`src/assert_macros.svh`:
```
// ----------------------------------------------------------------------------
// assert_macros
// Assertion helpers used by the one RTL file that checks itself.
// ----------------------------------------------------------------------------
`ifndef ASSERT_MACROS_SVH
`define ASSERT_MACROS_SVH

// The consequent holds in the same cycle as the antecedent.
`define ASSERT_SAME(lbl, ck, rn, a, c) \
    lbl: assert property (@(posedge ck) disable iff (!rn) (a) |-> (c)) \
        else $error("check failed");

// The consequent holds in the cycle after the antecedent.
`define ASSERT_NEXT(lbl, ck, rn, a, c) \
    lbl: assert property (@(posedge ck) disable iff (!rn) (a) |=> (c)) \
        else $error("check failed");

`endif

```
`src/pndn_pkg.sv`:
```
// ----------------------------------------------------------------------------
// pndn_pkg
// Types and constants shared by the packed normal decoder and normalizer.
// ----------------------------------------------------------------------------
`default_nettype none
package pndn_pkg;

    localparam int unsigned QBits    = 16;
    localparam int unsigned AccBits  = 64;
    localparam int unsigned NumSteps = 16;
    localparam logic [15:0] Q15Max   = 16'h7FFF;
    localparam logic [15:0] Q15One   = 16'h8000;

    typedef struct packed {
        logic [2:0]        neg;
        logic [2:0][10:0]  mag;
        logic [21:0]       sq_len;
    } front_item_t;

    typedef struct packed {
        logic signed [AccBits-1:0] res;
        logic signed [AccBits-1:0] acc;
        logic [QBits-1:0]          q;
    } lane_t;

    typedef struct packed {
        logic              valid;
        logic [2:0]        neg;
        logic [21:0]       sq_len;
        lane_t [2:0]       lane;
    } stage_t;

endpackage
`default_nettype wire

```
`src/pndn_fifo.sv`:
```
// ----------------------------------------------------------------------------
// pndn_fifo
// Short queue between the decode front and the normalizing back end.
// ----------------------------------------------------------------------------
`default_nettype none
module pndn_fifo #(
    parameter int unsigned DEPTH = 4
) (
    input  wire logic                   clk,
    input  wire logic                   rst_n,
    input  wire logic                   wr_en,
    input  wire pndn_pkg::front_item_t  wr_data,
    output logic                        full,
    input  wire logic                   rd_en,
    output pndn_pkg::front_item_t       rd_data,
    output logic                        not_empty
);

    localparam int unsigned PtrBits = (DEPTH > 1) ? $clog2(DEPTH) : 1;
    localparam int unsigned CntBits = $clog2(DEPTH + 1);

    pndn_pkg::front_item_t mem [DEPTH];
    logic [PtrBits-1:0] wr_ptr_reg, wr_ptr_next, rd_ptr_reg, rd_ptr_next;
    logic [CntBits-1:0] count_reg, count_next;

    always_comb
    begin
        wr_ptr_next = wr_ptr_reg;
        rd_ptr_next = rd_ptr_reg;
        count_next  = count_reg;
        if (wr_en)
            wr_ptr_next = (wr_ptr_reg == PtrBits'(DEPTH - 1)) ? '0 : wr_ptr_reg + 1'b1;
        if (rd_en)
            rd_ptr_next = (rd_ptr_reg == PtrBits'(DEPTH - 1)) ? '0 : rd_ptr_reg + 1'b1;
        if (wr_en && !rd_en)
            count_next = count_reg + 1'b1;
        else if (rd_en && !wr_en)
            count_next = count_reg - 1'b1;
    end

    always_ff @(posedge clk or negedge rst_n)
    begin
        if (!rst_n)
        begin
            wr_ptr_reg <= '0;
            rd_ptr_reg <= '0;
            count_reg  <= '0;
        end
        else
        begin
            wr_ptr_reg <= wr_ptr_next;
            rd_ptr_reg <= rd_ptr_next;
            count_reg  <= count_next;
        end
    end

    always_ff @(posedge clk)
    begin
        if (wr_en)
            mem[wr_ptr_reg] <= wr_data;
    end

    assign rd_data   = mem[rd_ptr_reg];
    assign full      = (count_reg == CntBits'(DEPTH));
    assign not_empty = (count_reg != '0);

endmodule
`default_nettype wire

```
`config.mk`:
```
export PLATFORM = sky130hd
export DESIGN_NAME = pndn_fifo
export DESIGN_NICKNAME = d
export VERILOG_FILES = /design/src/assert_macros.svh /design/src/pndn_pkg.sv /design/src/pndn_fifo.sv
export SDC_FILE = /design/constraint.sdc
export NUM_CORES = 1
export LEC_CHECK = 0
export ABC_AREA = 1
export BUFFER_PORTS_ARGS = -buffer_cell sky130_fd_sc_hd__buf_2
export CAP_MARGIN = 5
export CORE_AREA = 2 2 133 135
export DETAILED_ROUTE_END_ITERATION = 8
export DIE_AREA = 0 0 135 137
export PLACE_DENSITY = 0.84
export SYNTH_ARGS = -nofsm -noshare
export SYNTH_HDL_FRONTEND = slang
export SYNTH_SLANG_ARGS = --single-unit
```
`constraint.sdc`:
```
create_clock -name clk -period 2.6 [get_ports clk]
set_input_delay 0.52 -clock clk [delete_from_list [all_inputs] [get_ports clk]]
set_output_delay 0.52 -clock clk [all_outputs]
set_load 0.02 [all_outputs]
```
* After elaboration in Yosys (flattened, before gate mapping)
Memories as Yosys holds them, arrays and structs flattened.
Cells that the tools add are included.
** Word-level totals
- Flip-flop bits (word level) :: 7
- RAM bits :: 232
- Input bits :: 62
- Word-level logic and storage cells :: 23
- Memories kept :: 1
** Memories
- mem :: depth 4, bits a word 58, rd ports 1, clocked after Yosys merged registers in 0, write ports 1, line pndn_fifo.sv:22 : pndn_pkg::front_item_t mem [DEPTH];
** Cells by class
- Add/subtract/negate cells :: 4
- Equality and inequality tests :: 3
- Mux-type cells :: 6
- Reduce and logical (&&, ||, !) cells :: 6
** Operator list (count)
- $mux W3 :: 2
- $add A2 B1 Y2 const B :: 2
- $eq A2 B2 Y1 const B :: 2
- $mux W2 :: 2
- $add A3 B1 Y3 const B :: 1
- $eq A3 B3 Y1 const B :: 1
- $reduce_bool A3 Y1 :: 1
- $sub A3 B1 Y3 const B :: 1
- $logic_and A1 B1 Y1 :: 2
- $logic_not A1 Y1 :: 2
- $mux W1 :: 2
- $reduce_bool A2 Y1 :: 1

* Longest topological paths before layout
Gate-level depths: netlist of run 1.
- Depth after elaboration :: 4
- Gate-level depth with buffers :: 9
- Mapped depth without buffers :: 9

* Least setup slack after synthesis of run 1
OpenSTA, ideal clock, no wires.
- Path kind :: register -> register
- Start point :: reg wr_ptr_reg[0]
- End point :: mem mem[0][0] (netlist name), enable pin
- Library setup time :: 0.412 ns
- Data arrival time :: 1.790 ns
- Path slack :: 0.398 ns
- Stages on the path, launching flop included :: 5
- Clock period less this slack :: 2.202 ns
- Path through :: dfrtp_1 > inv_1 > ha_1 > nand2_1 > inv_1
** RTL lines
- start, declared :: line pndn_fifo.sv:23 : logic [PtrBits-1:0] wr_ptr_reg, wr_ptr_next, rd_ptr_reg, rd_ptr_next;
- start signal, assigned :: line pndn_fifo.sv:51 : wr_ptr_reg <= wr_ptr_next;
- end, declared :: line pndn_fifo.sv:22
No word-level cell before the write port.

==> reports/qor.csv, run 1 <==
stage;metric;value;unit
drt;final_antenna_net_count;0;
cts;cts_buffer_depth;3;
status;status;completed;
cts;cts_made_buffers;24;
worst_setup_path;end_kind;primary output;
worst_setup_path;crit_path_max_fanout;56;
min_path;min_path_type;in -> reg;
worst_setup_path;worstPathRequired;2.08;ns
timing;min_period;2.45;ns
placement;port_buffers;121;
floorplan;initial_core_util;56.1;%
cts;worst_skew_pair.late_latency;0.50;ns
global_routing;grt_pass1_wl;28200;um
synthesis;synth_seq_cells;239;
drt;drt_first_pass_iters;5;
cts;cts_sinks;239;
timing;drv_slew;0;
worst_setup_path;regToRegSetupSlack;0.97;ns
synthesis;synthXorXnorAreaFrac;0.0916;%
floorplan;die_x;135;um
floorplan;ios;122;
worst_setup_path;crit_type;reg -> out;
synthesis;synth_area_leader_cell;edfxtp_1;
synthesis;postSynthAreaPerCell;13.1;um^2
timing;tightest_slew;0.512;ns
global_routing;antenna_found_initial;3;
synthesis;synth_simple_gate_area_share;7.75;%
power;pwr_density_cell;1120;mW/mm^2
timing;finalHoldViolCount;0;
synthesis;synth-adder-area-share;0.995;%
drt;vias;5722;
timing;setup_viol;0;
cts;cts_tree;yes;
floorplan;coreArea;0.0171;mm^2
power;peakVddDrop;0.000823;V
job;maxCapViolCount;0;
layout;nFillCells;1208;
synthesis;synth_seq_area_share;74.7;%
floorplan;dieHeight;137;um
synthesis;yosysWarnings;0;
global_routing;track_usage;19.9;%
placement;hpwl;10300;um
synthesis;synth_top_cell_area_share;72.9;%
worst_setup_path;reg2reg_depth;5;
timing;grt_setup_unrepaired;no;
timing;slew_headroom;65.9;%
timing;skew;0.00849;ns
cts;htree_num_levels;1;
worst_setup_path;reg2reg_from;wr_ptr_reg[0];
floorplan;dieArea;0.0185;mm^2
placement;globalplace.congestion;0.794;
synthesis;postSynthCellCount;730;
timing;fin_tns_setup;0;ns
timing;finalCritPeriodShare;94.3;%
worst_setup_path;critPathLaunchType;register;
timing;clock.fmax;0.408;GHz
global_routing;grt_pass1_vias;5772;
synthesis;synthTopCellsByArea;edfxtp_1, o211ai_1, nand2_1, inv_1, dfrtp_1;
layout;final_area;0.0112;mm^2
drt;drt_wl_total;17900;um
global_routing;grt_max_degree;60;
layout;drive_gt1_share;19.9;%
cts;cts_root_buf;clkbuf_16;
worst_setup_path;timing.rr.end;mem[0][54];
synthesis;synth_cell_types;19;
cts;clk_pin_slew_worst_paths;0.06;ns
synthesis;synthMuxAreaShare;0;%
drt;drt_iter0_drc;291;
global_routing;gr-total-overflow;0;
floorplan;std_cell_rows;48;
layout;areaGrowthSynthToFinish;17.2;%
synthesis;synth_top_family_by_area;compound AO/OA/AOI/OAI gates;
drt;viasPerCell;5.21;
worst_setup_path;cp-startpoint;rd_ptr_reg[0];
synthesis;syn_nets;799;
synthesis;synth-compound-area-share;9.32;%
synthesis;synth_area;0.00956;mm^2
drt;drc;0;
layout;largest_reg_flops;232;
layout;nets;922;
drt;post_drt_wl_per_cell;16.3;um
power;leakage;4.59;nW
placement;placed_area;0.0105;mm^2
worst_setup_path;endpoint;rd_data[32];
worst_setup_path;worstPathArrival;1.93;ns
## power breakdown
| group | switching, mW | internal, mW | leakage (nW) |
|---|---|---|---|
| Sequential | 0.181 | 4.94 | 2.21 |
| Clock | 1.34 | 1.85 | 0.362 |
| Combinational | 2.92 | 1.31 | 2.02 |
## per-layer routing
| metal | GRT usage, % | wire, um | part of all wire, % |
|---|---|---|---|
| met5 | 0 | 0 | 0 |
| met3 | 4.44 | 982 | 5.5 |
| met4 | 7.00 | 386 | 2.2 |
| met1 | 22.8 | 7000 | 39 |
| met2 | 36.8 | 9550 | 53 |
## repair_timing
| action | 4_1_cts | 5_1_grt |
|---|---|---|
| resized for setup | 0 | 2 |
| endpoints found under the setup margin | 0 | 5 |
| buffers inserted | 0 | 0 |
| hold buffers | 1 | 0 |
| hold endpoints to repair | 7 | 0 |
## cells in the mapped netlist
| cell | n |
|---|---|
| edfxtp_1 | 232 |
| nand2_1 | 190 |
| inv_1 | 127 |
| o211ai_1 | 116 |
| buf_2 | 24 |
| clkbuf_1 | 9 |
| dfrtp_1 | 7 |
| ha_1 | 6 |
| buf_4 | 3 |
| nor2_1 | 3 |
| buf_6 | 2 |
| inv_2 | 2 |
| o21ai_0 | 2 |
| o21ai_1 | 2 |
| fa_1 | 1 |
| nand3_1 | 1 |
| nand4_1 | 1 |
| nor3_1 | 1 |
| xnor2_1 | 1 |
## worst min path at each step
stage                    end        start  depth (start not counted)  slack [ns]
2_1_floorplan   count_reg[0]        rst_n                          0        0.22
3_5_place_dp   wr_ptr_reg[0]        rst_n                          1        0.36
4_1_cts           mem[2][49]  wr_data[49]                          1        0.21
6_report          mem[2][49]  wr_data[49]                          1        0.23
3_3_place_gp   wr_ptr_reg[0]        rst_n                          1        0.36
5_1_grt           mem[2][49]  wr_data[49]                          1        0.21
## layout by cell type, fill, tap and decap left out, types with 2 or more instances in the layout
cell       count
o211ai_1     116
clkbuf_16     25
clkbuf_1       4
diode_2        3
ha_1           6
inv_1        123
dfrtp_1        6
clkinv_1       7
buf_2        121
edfxtp_1     232
clkinv_2       5
buf_12         8
inv_2          5
buf_4          5
o21ai_1        2
nand2_1      190
nor2_1         3
o21ai_0        2
## through the flow
step | hold WS, ns | utilization (%) | total power [mW] | setup slack, ns | cells
final | 0.227 | 65.7 | 12.5 | 0.149 | 1098
after global routing | 0.210 | 65.7 | 13.2 | 0.00963 | 1096
after CTS | 0.208 | 65.6 | 12.7 | 0.0985 | 1095
after detailed placement | 0.363 | 61.3 | 9.46 | 0.664 | 1051
after global placement | 0.361 | 61.3 | 9.33 | 0.730 | 1051
after floorplan | 0.224 | - | 8.05 | 0.398 | 730
## cell families after synthesis
logic type	after synthesis
and+or+nand+nor	196
DFF	239
adders and majority gates	7
xor gates and xnor gates	1
AOI/OAI and AO/OA	120
buffers and inverters	167
## worst max-delay path, cell delays in order (launching register included)
cell	delay [ns]
dfrtp_1	0.46
inv_8	0.20
buf_12	0.25
nand2_1	0.09
o211ai_1	0.10
nand2_1	0.10
buf_2	0.17
## cell type report
| class | instances | area [um^2] | area share [%] |
|---|---|---|---|
| Sequential cell | 239 | 7140 | 63.8 |
| Multi-Input combinational cell | 324 | 1740 | 15.5 |
| Timing Repair Buffer | 135 | 813 | 7.26 |
| Clock buffer | 29 | 641 | 5.72 |
| Inverter | 129 | 492 | 4.39 |
| Tap cell | 225 | 282 | 2.51 |
| Clock inverter | 14 | 90.1 | 0.804 |
| Antenna cell | 3 | 7.51 | 0.0670 |
No activity file was read; power rests on OpenSTA's default activity.
==> run 2: changes to the inputs <==
--- a/config.mk
+++ b/config.mk
@@ -11,6 +11,7 @@
 export CORE_AREA = 2 2 133 135
 export DETAILED_ROUTE_END_ITERATION = 8
 export DIE_AREA = 0 0 135 137
+export GPL_TIMING_DRIVEN = 0
 export PLACE_DENSITY = 0.84
 export SYNTH_ARGS = -nofsm -noshare
 export SYNTH_HDL_FRONTEND = slang
==> run 2 against run 1 <==
Largest cell class unchanged. Sequential cell count stayed put. Non-clock buffer count is 28 higher. Largest power group unchanged. Utilization is 0.27 points higher. Combinational power is 5.2% higher. Setup slack worse by 0.089 ns. Global-route usage is 1.7 points higher. Clock-buffer cell count is 3 higher. Die area stayed put. Critical path type unchanged. Critical path depth is 1 lower. Clock skew is 0.0038 ns higher. Fmax is 3.5% lower. Clock power is 3% lower.
==> reports/qor.csv, run 2 (synthesis gave the netlist of run 1 again) <==
stage;metric;value;unit
status;status;completed;
timing;skew;0.0122;ns
min_path;min_from;wr_data[20];
layout;nFillCells;1228;
global_routing;grt.busiest_layer;met2;
worst_setup_path;crit_path_max_fanout;10;
placement;port_buffers;121;
drt;drc;0;
global_routing;met1_usage;25.0;%
floorplan;ios;122;
placement;hpwl;12100;um
timing;tightest_slew;0.911;ns
worst_setup_path;cp-startpoint;rd_ptr_reg[1];
timing;slew_headroom;39.2;%
drt;vias;5905;
power;peakVddDrop;0.000772;V
layout;nets;950;
global_routing;grt_pass1_vias;6044;
cts;cts_tree;yes;
timing;finalHoldViolCount;0;
cts;cts_sinks;239;
power;p_total;12.7;mW
power;leakage;4.65;nW
cts;worst_skew_pair.late_latency;0.51;ns
floorplan;coreArea;0.0171;mm^2
cts;cts_buffer_depth;3;
timing;finalCritPeriodShare;97.7;%
global_routing;gr-total-overflow;0;
placement;dp_worst_setup_slack;0.516;ns
worst_setup_path;regToRegSetupSlack;0.59;ns
layout;multiInputGateArea;0.00174;mm^2
global_routing;met2_usage;40.6;%
min_path;min_path_type;in -> reg;
floorplan;std_cell_rows;48;
timing;clock.fmax;0.394;GHz
global_routing;grtUsageMet3;4.56;%
cts;cts_setup_buffers;0;
layout;layout_commonest_cell;edfxtp_1;
global_routing;antenna_found_initial;1;
layout;largest_reg_flops;232;
drt;viasPerCell;5.25;
global_routing;track_usage;21.6;%
timing;min_period;2.54;ns
floorplan;dieArea;0.0185;mm^2
placement;placed_cells;1079;
timing;setup_slack;0.0597;ns
layout;final_area;0.0112;mm^2
timing;drv_slew;0;
cts;cts_made_buffers;24;
global_routing;grt_max_degree;59;
placement;globalplace.congestion;0.795;
layout;areaGrowthSynthToFinish;17.7;%
global_routing;grt_pass1_wl;30100;um
job;maxCapViolCount;0;
layout;seq_area;0.00714;mm^2
drt;post_drt_wl_per_cell;17.5;um
power;pwr_density_cell;1130;mW/mm^2
cts;cts_root_buf;clkbuf_16;
floorplan;initial_core_util;56.1;%
floorplan;die_x;135;um
worst_setup_path;timing.rr.end;mem[1][3];
drt;drt_first_pass_iters;5;
cts;htree_num_levels;1;
timing;holdWs;0.222;ns
layout;final_cells;1124;
drt;drt_wl_total;19700;um
worst_setup_path;worstPathRequired;2.08;ns
drt;drt_iter0_drc;405;
worst_setup_path;crit_type;reg -> out;
worst_setup_path;worstPathArrival;2.02;ns
worst_setup_path;critPathLaunchType;register;
worst_setup_path;endpoint;rd_data[13];
placement;placed_area;0.0105;mm^2
drt;final_antenna_net_count;0;
cts;clk_pin_slew_worst_paths;0.06;ns
worst_setup_path;reg2reg_depth;5;
layout;drive_gt1_share;22.4;%
layout;final_cell_mix;edfxtp_1, nand2_1, buf_2;
worst_setup_path;reg2reg_from;wr_ptr_reg[1];
timing;setup_viol;0;
worst_setup_path;end_kind;primary output;
timing;grt_setup_unrepaired;yes;
floorplan;dieHeight;137;um
[run 2: cell count changes in the layout (fill, tap and decap cells not counted), sizes merged]
cell / before / now
bufinv: 1 / 0
clkbuf: 29 / 43
buf: 134 / 151
clkinvlp: 0 / 3
inv: 130 / 129
diode: 3 / 1
clkinv: 12 / 8
[run 2: worst min path at each step]
stage | to | slack [ns] | cells past startpoint
2_1_floorplan | count_reg[0] | 0.22 | 0
3_3_place_gp | count_reg[0] | 0.37 | 1
3_5_place_dp | count_reg[0] | 0.38 | 1
4_1_cts | mem[2][20] | 0.20 | 1
5_1_grt | mem[3][23] | 0.21 | 1
6_report | mem[2][20] | 0.22 | 1
[run 2: report_power, final]
| group | switching (mW) | internal [mW] |
|---|---|---|
| logic | 3.10 | 1.35 |
| registers | 0.170 | 4.94 |
| clock network | 1.34 | 1.76 |
| total | 4.61 | 8.05 |
[run 2: cell type report]
| class | count | share of cell area, % |
|---|---|---|
| well taps | 225 | 2.50 |
| clock buffers | 32 | 5.79 |
| inverters | 129 | 4.33 |
| multi-input cells | 324 | 15.4 |
| clock inverters | 11 | 0.545 |
| plain buffers | 38 | 1.89 |
| flip-flops and latches | 239 | 63.5 |
| repair buffers | 125 | 6.01 |
| diodes | 1 | 0.0222 |
[run 2: critical path, cell delays in order (launching register included)]
cell and delay [ns]:
dfrtp_1 0.37, buf_2 0.21, clkbuf_1 0.46, o211ai_1 0.19, nand2_1 0.13, buf_2 0.17
[run 2: metrics by stage]
step	TNS (ns)	utilization, %
finish	0	66.0
global route	-0.183	65.9
CTS	0	65.9
detailed placement	0	61.6
global placement	-119.30	61.3
floorplan	0	-
[run 2: what timing repair did]
item,CTS,global route
pin swaps,0,0
endpoints found under the hold margin,7,0
hold buffers,1,0
resized for setup,2,12
endpoints found under the setup margin,4,43
[run 2: routing by layer]
metal	wire (um)	up-vias
met5	0	-
li1	-	2848
met1	7530	2832
met4	322	0
met2	10400	191
met3	1400	34
