**config.mk**
```make
export PLATFORM = sky130hd
export DESIGN_NAME = pndn_front
export DESIGN_NICKNAME = d
export VERILOG_FILES = /design/src/assert_macros.svh /design/src/pndn_pkg.sv /design/src/pndn_front.sv
export SDC_FILE = /design/constraint.sdc
export NUM_CORES = 1
export LEC_CHECK = 0
export BUFFER_PORTS_ARGS = -buffer_cell sky130_fd_sc_hd__buf_2
export CORE_ASPECT_RATIO = 2
export CORE_UTILIZATION = 33
export DETAILED_ROUTE_END_ITERATION = 10
export PLACE_DENSITY = 0.6
export REMOVE_ABC_BUFFERS = 1
export SLEW_MARGIN = 40
export SYNTH_ARGS = -nofsm -noshare
export SYNTH_HDL_FRONTEND = slang
export SYNTH_SLANG_ARGS = --single-unit
```
**constraint.sdc**
```tcl
create_clock -name vclk -period 8.1
set_clock_uncertainty 0.05 [all_clocks]
set_input_delay 0.405 -clock vclk [all_inputs]
set_output_delay 0.405 -clock vclk [all_outputs]
set_load 0.1 [all_outputs]
```
**src/assert_macros.svh**
```systemverilog
// ----------------------------------------------------------------------------
// assert_macros
// Assertion helpers used by the one RTL file that checks itself.
// ----------------------------------------------------------------------------
`ifndef ASSERT_MACROS_SVH
`define ASSERT_MACROS_SVH

// The consequent holds in the same cycle as the antecedent.
`define ASSERT_SAME(lbl, ck, rn, a, c) \
    lbl: assert property (@(posedge ck) disable iff (!rn) (a) |-> (c)) \
        else $error("check failed");

// The consequent holds in the cycle after the antecedent.
`define ASSERT_NEXT(lbl, ck, rn, a, c) \
    lbl: assert property (@(posedge ck) disable iff (!rn) (a) |=> (c)) \
        else $error("check failed");

`endif

```
**src/pndn_pkg.sv**
```systemverilog
// ----------------------------------------------------------------------------
// pndn_pkg
// Types and constants shared by the packed normal decoder and normalizer.
// ----------------------------------------------------------------------------
`default_nettype none
package pndn_pkg;

    localparam int unsigned QBits    = 16;
    localparam int unsigned AccBits  = 64;
    localparam int unsigned NumSteps = 16;
    localparam logic [15:0] Q15Max   = 16'h7FFF;
    localparam logic [15:0] Q15One   = 16'h8000;

    typedef struct packed {
        logic [2:0]        neg;
        logic [2:0][10:0]  mag;
        logic [21:0]       sq_len;
    } front_item_t;

    typedef struct packed {
        logic signed [AccBits-1:0] res;
        logic signed [AccBits-1:0] acc;
        logic [QBits-1:0]          q;
    } lane_t;

    typedef struct packed {
        logic              valid;
        logic [2:0]        neg;
        logic [21:0]       sq_len;
        lane_t [2:0]       lane;
    } stage_t;

endpackage
`default_nettype wire

```
**src/pndn_front.sv**
```systemverilog
// ----------------------------------------------------------------------------
// pndn_front
// Splits a packed word into fields and forms magnitudes and squared length.
// ----------------------------------------------------------------------------
`default_nettype none
module pndn_front (
    input  wire logic [31:0]           packed_normal,
    output pndn_pkg::front_item_t      item
);

    // The common scale of 32 cancels, so z is carried at twice its field.
    logic signed [11:0] comp [3];
    logic [10:0]        mag  [3];
    logic [20:0]        sq   [3];

    always_comb
    begin
        comp[0] = 12'(signed'(packed_normal[10:0]));
        comp[1] = 12'(signed'(packed_normal[21:11]));
        comp[2] = 12'(signed'({packed_normal[31:22], 1'b0}));
        for (int i = 0; i < 3; i++)
        begin
            mag[i] = comp[i][11] ? 11'(-comp[i]) : 11'(comp[i]);
            sq[i]  = 21'(mag[i]) * 21'(mag[i]);
            item.neg[i] = comp[i][11];
            item.mag[i] = mag[i];
        end
        item.sq_len = 22'(sq[0]) + 22'(sq[1]) + 22'(sq[2]);
    end

endmodule
`default_nettype wire

```
Yosys cells after proc, flatten, opt, wreduce, memory -nomap -nowiden:

Cells that the tools add are included.
Widths: inputs -> output; s select.

* register bits: 0
* bits in latches: 0
* RAM bits: 0
* bits in read-only memories: 0
* logic and storage cells: 11
* memories: 0

* $add $sub $neg: 5
* multipliers: 3
* divide/modulo/power cells: 0
* magnitude comparators: 0
* equality and inequality tests: 0
* shifts and indexed selects: 0
* muxes and demuxes: 3
* bitwise logic cells: 0
* reduce and logical (&&, ||, !) cells: 0

Operators with widths (count)
* $mul 11x11->21: 3
* $mux 11: 3
* $neg 11->11: 3
* $add 21x21->22: 1
* $add 22x21->22: 1

Longest topological paths before layout:

Gate-level depths: netlist (run 1).

* depth in word-level cells: 5
* mapped depth: 34
* gate-level depth less buffers: 33

Worst setup path before layout (run 1):

Ideal clock, no wire load.

* path kind: in2out
* start point: in packed_normal[24]
* end point: out item[21] (netlist bit)
* arrival: 11.300 ns
* data required time: 7.645 ns
* setup slack: -3.655 ns
* stages: 27
* path buffers: 0
* cell sequence: nor3_1 -> nand3_1 -> nor4b_1 -> nand2_1 -> fa_1 -> fa_1 -> inv_1 -> fa_1 -> fa_1 -> inv_1 -> fa_1 -> inv_1 -> ha_1 -> a21o_1 -> a21oi_1 -> nor2_1 -> o311ai_0 -> nand2_1 -> xnor2_1 -> fa_1 -> inv_1 -> ha_1 -> a211oi_1 -> o211a_1 -> o21a_1 -> o31ai_1 -> xnor2_1

RTL lines
* from (decl): RTL line pndn_front.sv:7 `input wire logic [31:0] packed_normal,`
* to (decl): RTL line pndn_front.sv:8 `output pndn_pkg::front_item_t item`

==> results of run 1 <==
==> metal layers <==
| layer | share of wire [%] | track usage (%) | wire (µm) | vias up |
|---|---|---|---|---|
| li1 | - | - | - | 4874 |
| met4 | 5.5 | 9.01 | 1670 | 0 |
| met1 | 33 | 17.3 | 10200 | 4949 |
| met2 | 60 | 39.0 | 18300 | 164 |
| met5 | 0 | 0 | 0 | - |
| met3 | 1.3 | 0.599 | 406 | 76 |
==> final timing paths <==
check | startpoint | end | slack (ns) | depth (start not counted)
setup / recovery | packed_normal[24] | item[21] | -0.30 | 34
hold / removal | packed_normal[31] | item[57] | 1.24 | 2
==> what timing repair did <==
action | in CTS | in global routing
buffers inserted | 11 | 23
resized for setup | 123 | 123
setup endpoints to repair | 11 | 11
pin swaps | 53 | 100
==> worst max-delay path, delay by kind of cell <==
| kind | cells | cell delay, ns |
|---|---|---|
| AOI/OAI and AO/OA | 6 | 1.23 |
| xor gates and xnor gates | 3 | 0.60 |
| and+or+nand+nor | 7 | 1.25 |
| buffers and inverters | 10 | 1.01 |
| adders and majority gates | 8 | 3.45 |
==> cells in the mapped netlist (all sizes together), types with 7 or more instances <==
master    n
nor2b    10
fa      192
xor2     27
or3       8
o21a     15
a21o     16
o21ai    33
a211oi    8
and2     21
a21oi    46
clkbuf   10
nor2    108
nand2b   10
nor3     15
buf       7
nand2   101
xnor2    72
ha      172
nand3     7
o31ai    12
inv     326
==> layout make-up <==
class / count / area [µm²] / area share, %
Tap cell: 427 / 534 / 3.45
Multi-Input combinational cell: 972 / 10600 / 68.7
Inverter: 331 / 1250 / 8.08
Timing Repair Buffer: 406 / 3070 / 19.8
==> kinds of logic after synthesis <==
logic type	share of synthesized area (%)
AOI/OAI and AO/OA	11.0
buffers and inverters	12.3
muxes	0.403
other	0.0692
xor gates and xnor gates	8.30
and+or+nand+nor	12.8
adders and majority gates	55.2
==> stage by stage <==
step           hold slack (ns)  TNS [ns]  util [%]  instance area [µm²]  setup slack (ns)
2_1_floorplan            0.760    -40.86         -                10800             -3.65
3_3_place_gp              1.22     -3.15      43.9                14100            -0.558
3_5_place_dp              1.22     -5.32      43.9                14100            -0.681
4_1_cts                   1.22    -0.826      45.9                14800            -0.207
5_1_grt                   1.25     -3.89      48.1                15500            -0.605
6_report                  1.24     -1.34      48.1                15500            -0.302
==> layout by cell type, fill, tap and decap left out, drive strengths merged, types with 3 or more instances in the layout <==
cell,n
a2111oi,3
a211o,4
a211oi,8
a21o,16
a21oi,46
a311oi,3
a31oi,6
and2,21
and3,3
buf,405
clkinv,5
conb,24
fa,192
ha,172
inv,326
mux2,3
nand2,101
nand2b,10
nand3,7
nand3b,3
nor2,108
nor2b,10
nor3,15
nor4,6
nor4b,3
o211ai,5
o21a,15
o21ai,33
o21bai,6
o311ai,3
o31a,3
o31ai,12
o41ai,3
or3,8
xnor2,72
xor2,27
==> impl_metrics.json, run 1 <==
{
  "synthToLayoutAreaGrowth_pct": 42.7,
  "violations": "setup timing",
  "core_region_area_um2": 32200,
  "yosysWarnings": 0,
  "grt_setup_unrepaired": "yes",
  "finalWorstSetupSlack_ns": -0.302,
  "fin_crit_ns": 8.40,
  "setup-violations-final": 8,
  "route.final.wire_length_um": 30600,
  "hpwl_um": 26700,
  "fmax_mhz": 119,
  "rows": 93,
  "fraction_of_final_layout_cells_with_drive_strength_greater_than_1_pct": 34.6,
  "global_route.usage.total_pct": 18.6,
  "nFlopsAndLatches": 0,
  "routed_wire_length_per_instance_um": 14.3,
  "first_global_vias": 11160,
  "worst_margin_pin_slew_ns": 0.548,
  "iteration_count_of_the_initial_detailed_routing_pass": 4,
  "route.antenna.remaining_nets": 0,
  "num_vias": 10063,
  "antennaDiodeCount": 0,
  "headroom_to_the_max_slew_limit_pct": 63.2,
  "holdCritPathClass": "in -> out",
  "drtIter0Drc": 225,
  "critPathCaptureType": "output pin",
  "drc": 0,
  "grt_max_degree": 13,
  "period_share_pct": 104,
  "die-width_um": 130,
  "fin_cells": 2136,
  "worst_path_most_repeated_cell": "fa_1",
  "finalNetCount": 2107,
  "cts_hold_repair.buffers": 0,
  "critical_path.startpoint_type": "input pin",
  "crit_path_max_incr_delay_ns": 0.57,
  "fp.dieH_um": 258,
  "syn-mean-instance-area_um2": 8.36,
  "grt_antenna_before_repair": 0,
  "final-seq-area_um2": 0,
  "status": "complete, but fails checks",
  "crit_type": "in -> out",
  "initial_core_util_pct": 33.7,
  "die_area_um2": 33700,
  "grt_first_pass_wirelength_um": 49800,
  "synthTopCellsByArea": "fa_1 35%, ha_1 20%, inv_1 11%",
  "yosysUniqueCellTypes": 61,
  "layout.filler_cells": 3084,
  "numPortBuffers": 89,
  "max-cap-violations": 0,
  "synthDominantCellAreaShare_pct": 35.4,
  "via_per_inst": 4.71,
  "place.detailed.instances": 2103,
  "ys_seq_area_share_pct": 0,
  "gpl.final_weighted_congestion": 0.865,
  "synthDominantAreaCellType": "fa_1",
  "mappedNetlistArea_um2": 10900,
  "slowest_stage": "fa_1",
  "critPathMaxFanout": 4,
  "timing_hold_violations_final": 0,
  "num_io_pins": 90,
  "grt-ovfl-total": 0,
  "postSynthCellCount": 1298,
  "drv_slew": 0,
  "worst_ep_arrival_time_ns": 7.95,
  "final.clkbuf_count": 0,
  "critPathRequiredTime_ns": 7.65
}
Power of run 1 is not shown: default switching activity piles up to over one toggle a cycle in this logic, so the estimate is an artifact.
==> inputs of run 2 (changes only) <==
--- a/config.mk
+++ b/config.mk
@@ -11,7 +11,7 @@
 export DETAILED_ROUTE_END_ITERATION = 10
 export PLACE_DENSITY = 0.6
 export REMOVE_ABC_BUFFERS = 1
-export SLEW_MARGIN = 40
+export SLEW_MARGIN = 25
 export SYNTH_ARGS = -nofsm -noshare
 export SYNTH_HDL_FRONTEND = slang
 export SYNTH_SLANG_ARGS = --single-unit
==> constraint.sdc (replaced) <==
create_clock -name vclk -period 8.1
set_clock_uncertainty 0.05 [all_clocks]
set_input_delay 0 -clock vclk [all_inputs]
set_output_delay 0 -clock vclk [all_outputs]
set_load 0.1 [all_outputs]
==> impl_metrics.json, run 2 (same netlist as run 1, synthesis figures left out) <==
{
  "finalNetCount": 1856,
  "final_common_cell": "inv_1",
  "route.final.wire_length_um": 27900,
  "timing_hold_violations_final": 0,
  "grt_first_pass_wirelength_um": 45900,
  "max-cap-violations": 0,
  "rows": 93,
  "layout_common_cells": "320 x inv_1, 191 x fa_1, 168 x ha_1, 106 x nor2_1, 97 x nand2_1",
  "fraction_of_final_layout_cells_with_drive_strength_greater_than_1_pct": 14.7,
  "routed_wire_length_per_instance_um": 14.8,
  "fin_crit_ns": 7.86,
  "drv_slew": 0,
  "grt-ovfl-total": 0,
  "crit_path_max_incr_delay_ns": 0.54,
  "initial_core_util_pct": 33.7,
  "dpl-instance-area_um2": 12400,
  "critPathRequiredTime_ns": 8.05,
  "num_io_pins": 90,
  "final.clkbuf_count": 0,
  "period_share_pct": 97.0,
  "fp.dieH_um": 258,
  "slowest_stage": "or4_4",
  "drtIter0Drc": 257,
  "iteration_count_of_the_initial_detailed_routing_pass": 7,
  "setup-violations-final": 0,
  "global_route.usage.total_pct": 17.1,
  "grt_max_degree": 13,
  "first_global_vias": 9907,
  "nFlopsAndLatches": 0,
  "gpl.final_weighted_congestion": 0.883,
  "critPathCaptureType": "output pin",
  "final-seq-area_um2": 0,
  "via_per_inst": 4.83,
  "antennaDiodeCount": 0,
  "die-width_um": 130,
  "numPortBuffers": 89,
  "worst_margin_pin_slew_ns": 0.887,
  "drc": 0,
  "die_area_um2": 33700,
  "grt_antenna_before_repair": 0,
  "worst_path_most_repeated_cell": "fa_1",
  "core_region_area_um2": 32200,
  "route.antenna.remaining_nets": 0,
  "hp-start": "packed_normal[11]",
  "status": "completed",
  "fmax_mhz": 127,
  "critPathMaxFanout": 7,
  "layout.filler_cells": 3311,
  "holdCritPathClass": "in -> out",
  "synthToLayoutAreaGrowth_pct": 17.4,
  "post-route-util_pct": 39.5,
  "crit_type": "in -> out",
  "num_vias": 9102,
  "dpl_worst_slack_ns": -0.0967,
  "holdPathStages": 2,
  "finalWorstSetupSlack_ns": 0.241,
  "critical_path.startpoint_type": "input pin",
  "final_cell_area_um2": 12700,
  "headroom_to_the_max_slew_limit_pct": 40.3,
  "hpwl_um": 25300,
  "worst_ep_arrival_time_ns": 7.81,
  "hold_path_end": "item[33]"
}
-- run 2: cell types whose count changed in the layout (fill, tap and decap cells not counted), moves of 16 or more --
cell    previous run  this run
nor2_1            90       106
ha_1             148       168
inv_1            296       320
ha_4              20         1
inv_2             27         7
buf_4            308        66
-- run 2: timing repair --
item                                    4_1_cts  5_1_grt
endpoints found under the setup margin        4        8
hold buffers                                  0        0
setup buffers                                 0       11
cloned                                        0        0
pin swaps                                     2       13
gates resized for setup                       5       51
-- run 2: worst max-delay path by stage --
stage,startpoint,end,cells after the start
after CTS,packed_normal[17],item[21],31
after global placement,packed_normal[17],item[21],31
after global routing,packed_normal[15],item[21],31
after detailed placement,packed_normal[11],item[21],32
after floorplan,packed_normal[24],item[21],27
final,packed_normal[17],item[21],31
-- run 2: final cells by class --
class | instances | area, µm² | area share, %
inverters | 331 | 1240 | 9.75
multi-input cells | 972 | 9850 | 77.3
repair buffers | 155 | 1120 | 8.78
well taps | 427 | 534 | 4.19
-- run 2: critical path, delay by kind of cell --
family,cells,cell delay (ns)
adder cells (fa/ha/maj),8,3.57
AO/OA/AOI/OAI,9,1.71
AND/OR/NAND/NOR,5,1.32
buffers and inverters,7,0.75
XOR/XNOR,2,0.44
-- run 2: metrics by stage --
stage | cells | TNS (ns) | hold WS, ns
after floorplan | 1303 | -27.35 | -0.0500
after global placement | 1874 | 0 | 0.361
after detailed placement | 1874 | -0.176 | 0.363
after CTS | 1874 | 0 | 0.363
after global routing | 1885 | -0.140 | 0.371
final | 1885 | 0 | 0.362
-- run 2: layer usage --
metal  global-route usage, %  up-vias  part of all wire (%)
li1                        -     4371                     -
met1                    16.6     4508                    33
met2                    35.9      155                    60
met3                   0.372       68                   2.1
met4                    7.20        0                   5.0
met5                       0        -                     0
Power of run 2 is left out for the same reason.
==> inputs of run 3 (changes only) <==
--- a/config.mk
+++ b/config.mk
@@ -6,10 +6,12 @@
 export NUM_CORES = 1
 export LEC_CHECK = 0
 export BUFFER_PORTS_ARGS = -buffer_cell sky130_fd_sc_hd__buf_2
+export CELL_PAD_IN_SITES_DETAIL_PLACEMENT = 0
+export CELL_PAD_IN_SITES_GLOBAL_PLACEMENT = 2
 export CORE_ASPECT_RATIO = 2
 export CORE_UTILIZATION = 33
 export DETAILED_ROUTE_END_ITERATION = 10
-export PLACE_DENSITY = 0.6
+export PLACE_DENSITY = 0.85
 export REMOVE_ABC_BUFFERS = 1
 export SLEW_MARGIN = 25
 export SYNTH_ARGS = -nofsm -noshare
==> impl_metrics.json, run 3 (same netlist as run 1, synthesis figures left out) <==
{
  "hpwl_um": 26300,
  "dpl_worst_slack_ns": -0.153,
  "critPathMaxFanout": 6,
  "layout_common_cells": "322 x inv_1, 191 x fa_1, 168 x ha_1, 105 x nor2_1, 99 x nand2_1",
  "final_common_cell": "inv_1",
  "num_io_pins": 90,
  "headroom_to_the_max_slew_limit_pct": 34.6,
  "crit_type": "in -> out",
  "cpLargestDelayFamily": "adder cells",
  "critPathCaptureType": "output pin",
  "core_region_area_um2": 32200,
  "gpl.final_weighted_congestion": 0.871,
  "slowest_stage": "or4_4",
  "grt-ovfl-total": 0,
  "synthToLayoutAreaGrowth_pct": 17.9,
  "route.final.wire_length_um": 28500,
  "worst_margin_pin_slew_ns": 0.972,
  "critPathRequiredTime_ns": 8.05,
  "grt_antenna_before_repair": 0,
  "worst_ep_arrival_time_ns": 7.76,
  "grt_max_degree": 13,
  "groute.layer.met2.usage_pct": 37.8,
  "setup-violations-final": 0,
  "nFlopsAndLatches": 0,
  "drc": 0,
  "routed_wire_length_per_instance_um": 15.1,
  "crit_path_max_incr_delay_ns": 0.54,
  "cts_hold_repair.buffers": 0,
  "global_route.usage.total_pct": 17.8,
  "fin_cells": 1889,
  "place.detailed.instances": 1884,
  "grt.busiest_layer": "met2",
  "post-route-util_pct": 39.7,
  "groute.layer.met3.usage_pct": 0.454,
  "drtIter0Drc": 205,
  "max-cap-violations": 0,
  "final.clkbuf_count": 0,
  "fmax_mhz": 128,
  "antennaDiodeCount": 0,
  "numPortBuffers": 89,
  "status": "completed",
  "crit_buf_inv": 8,
  "grt_first_pass_wirelength_um": 47100,
  "finalSetupTns_ns": 0,
  "period_share_pct": 96.4,
  "via_per_inst": 4.72,
  "holdCritPathClass": "in -> out",
  "final-seq-area_um2": 0,
  "critical_path.startpoint_type": "input pin",
  "timing_hold_violations_final": 0,
  "grtUsageMet1_pct": 17.1,
  "finalWorstSetupSlack_ns": 0.295,
  "die_area_um2": 33700,
  "rows": 93,
  "drv_slew": 0,
  "route.antenna.remaining_nets": 0,
  "die-width_um": 130,
  "num_vias": 8922,
  "finalNetCount": 1860,
  "fin_crit_ns": 7.81,
  "fp.dieH_um": 258,
  "fraction_of_final_layout_cells_with_drive_strength_greater_than_1_pct": 15.0,
  "first_global_vias": 9919,
  "iteration_count_of_the_initial_detailed_routing_pass": 4,
  "initial_core_util_pct": 33.7
}
## run 3: path summary, 6_finish.rpt
path,start,to,slack (ns),cells past startpoint
setup / recovery,packed_normal[17],item[16],0.29,30
hold / removal,packed_normal[11],item[33],0.35,2
## run 3: repair_timing
item	in CTS	in global routing
setup endpoints to repair	4	9
buffers inserted	0	5
pin swaps	1	12
gates resized for setup	7	51
## run 3: metal layers
metal / vias to the layer above / part of all wire [%]
met5: - / 0
met4: 0 / 4.6
met3: 50 / 1.2
met2: 114 / 61
met1: 4367 / 33
li1: 4391 / -
## run 3: cell type report
cell class / instances / area, µm²
fill: 3372 / 19400
inverter: 331 / 1240
multi-input combinational: 972 / 9880
tap: 427 / 534
timing repair buffer: 159 / 1140
## run 3: metrics by stage
stage / cell area [µm²] / hold slack [ns]
finish: 12800 / 0.352
global route: 12800 / 0.358
CTS: 12500 / 0.355
detailed placement: 12500 / 0.354
global placement: 12500 / 0.352
floorplan: 10800 / -0.0500
Power of run 3 is left out for the same reason.
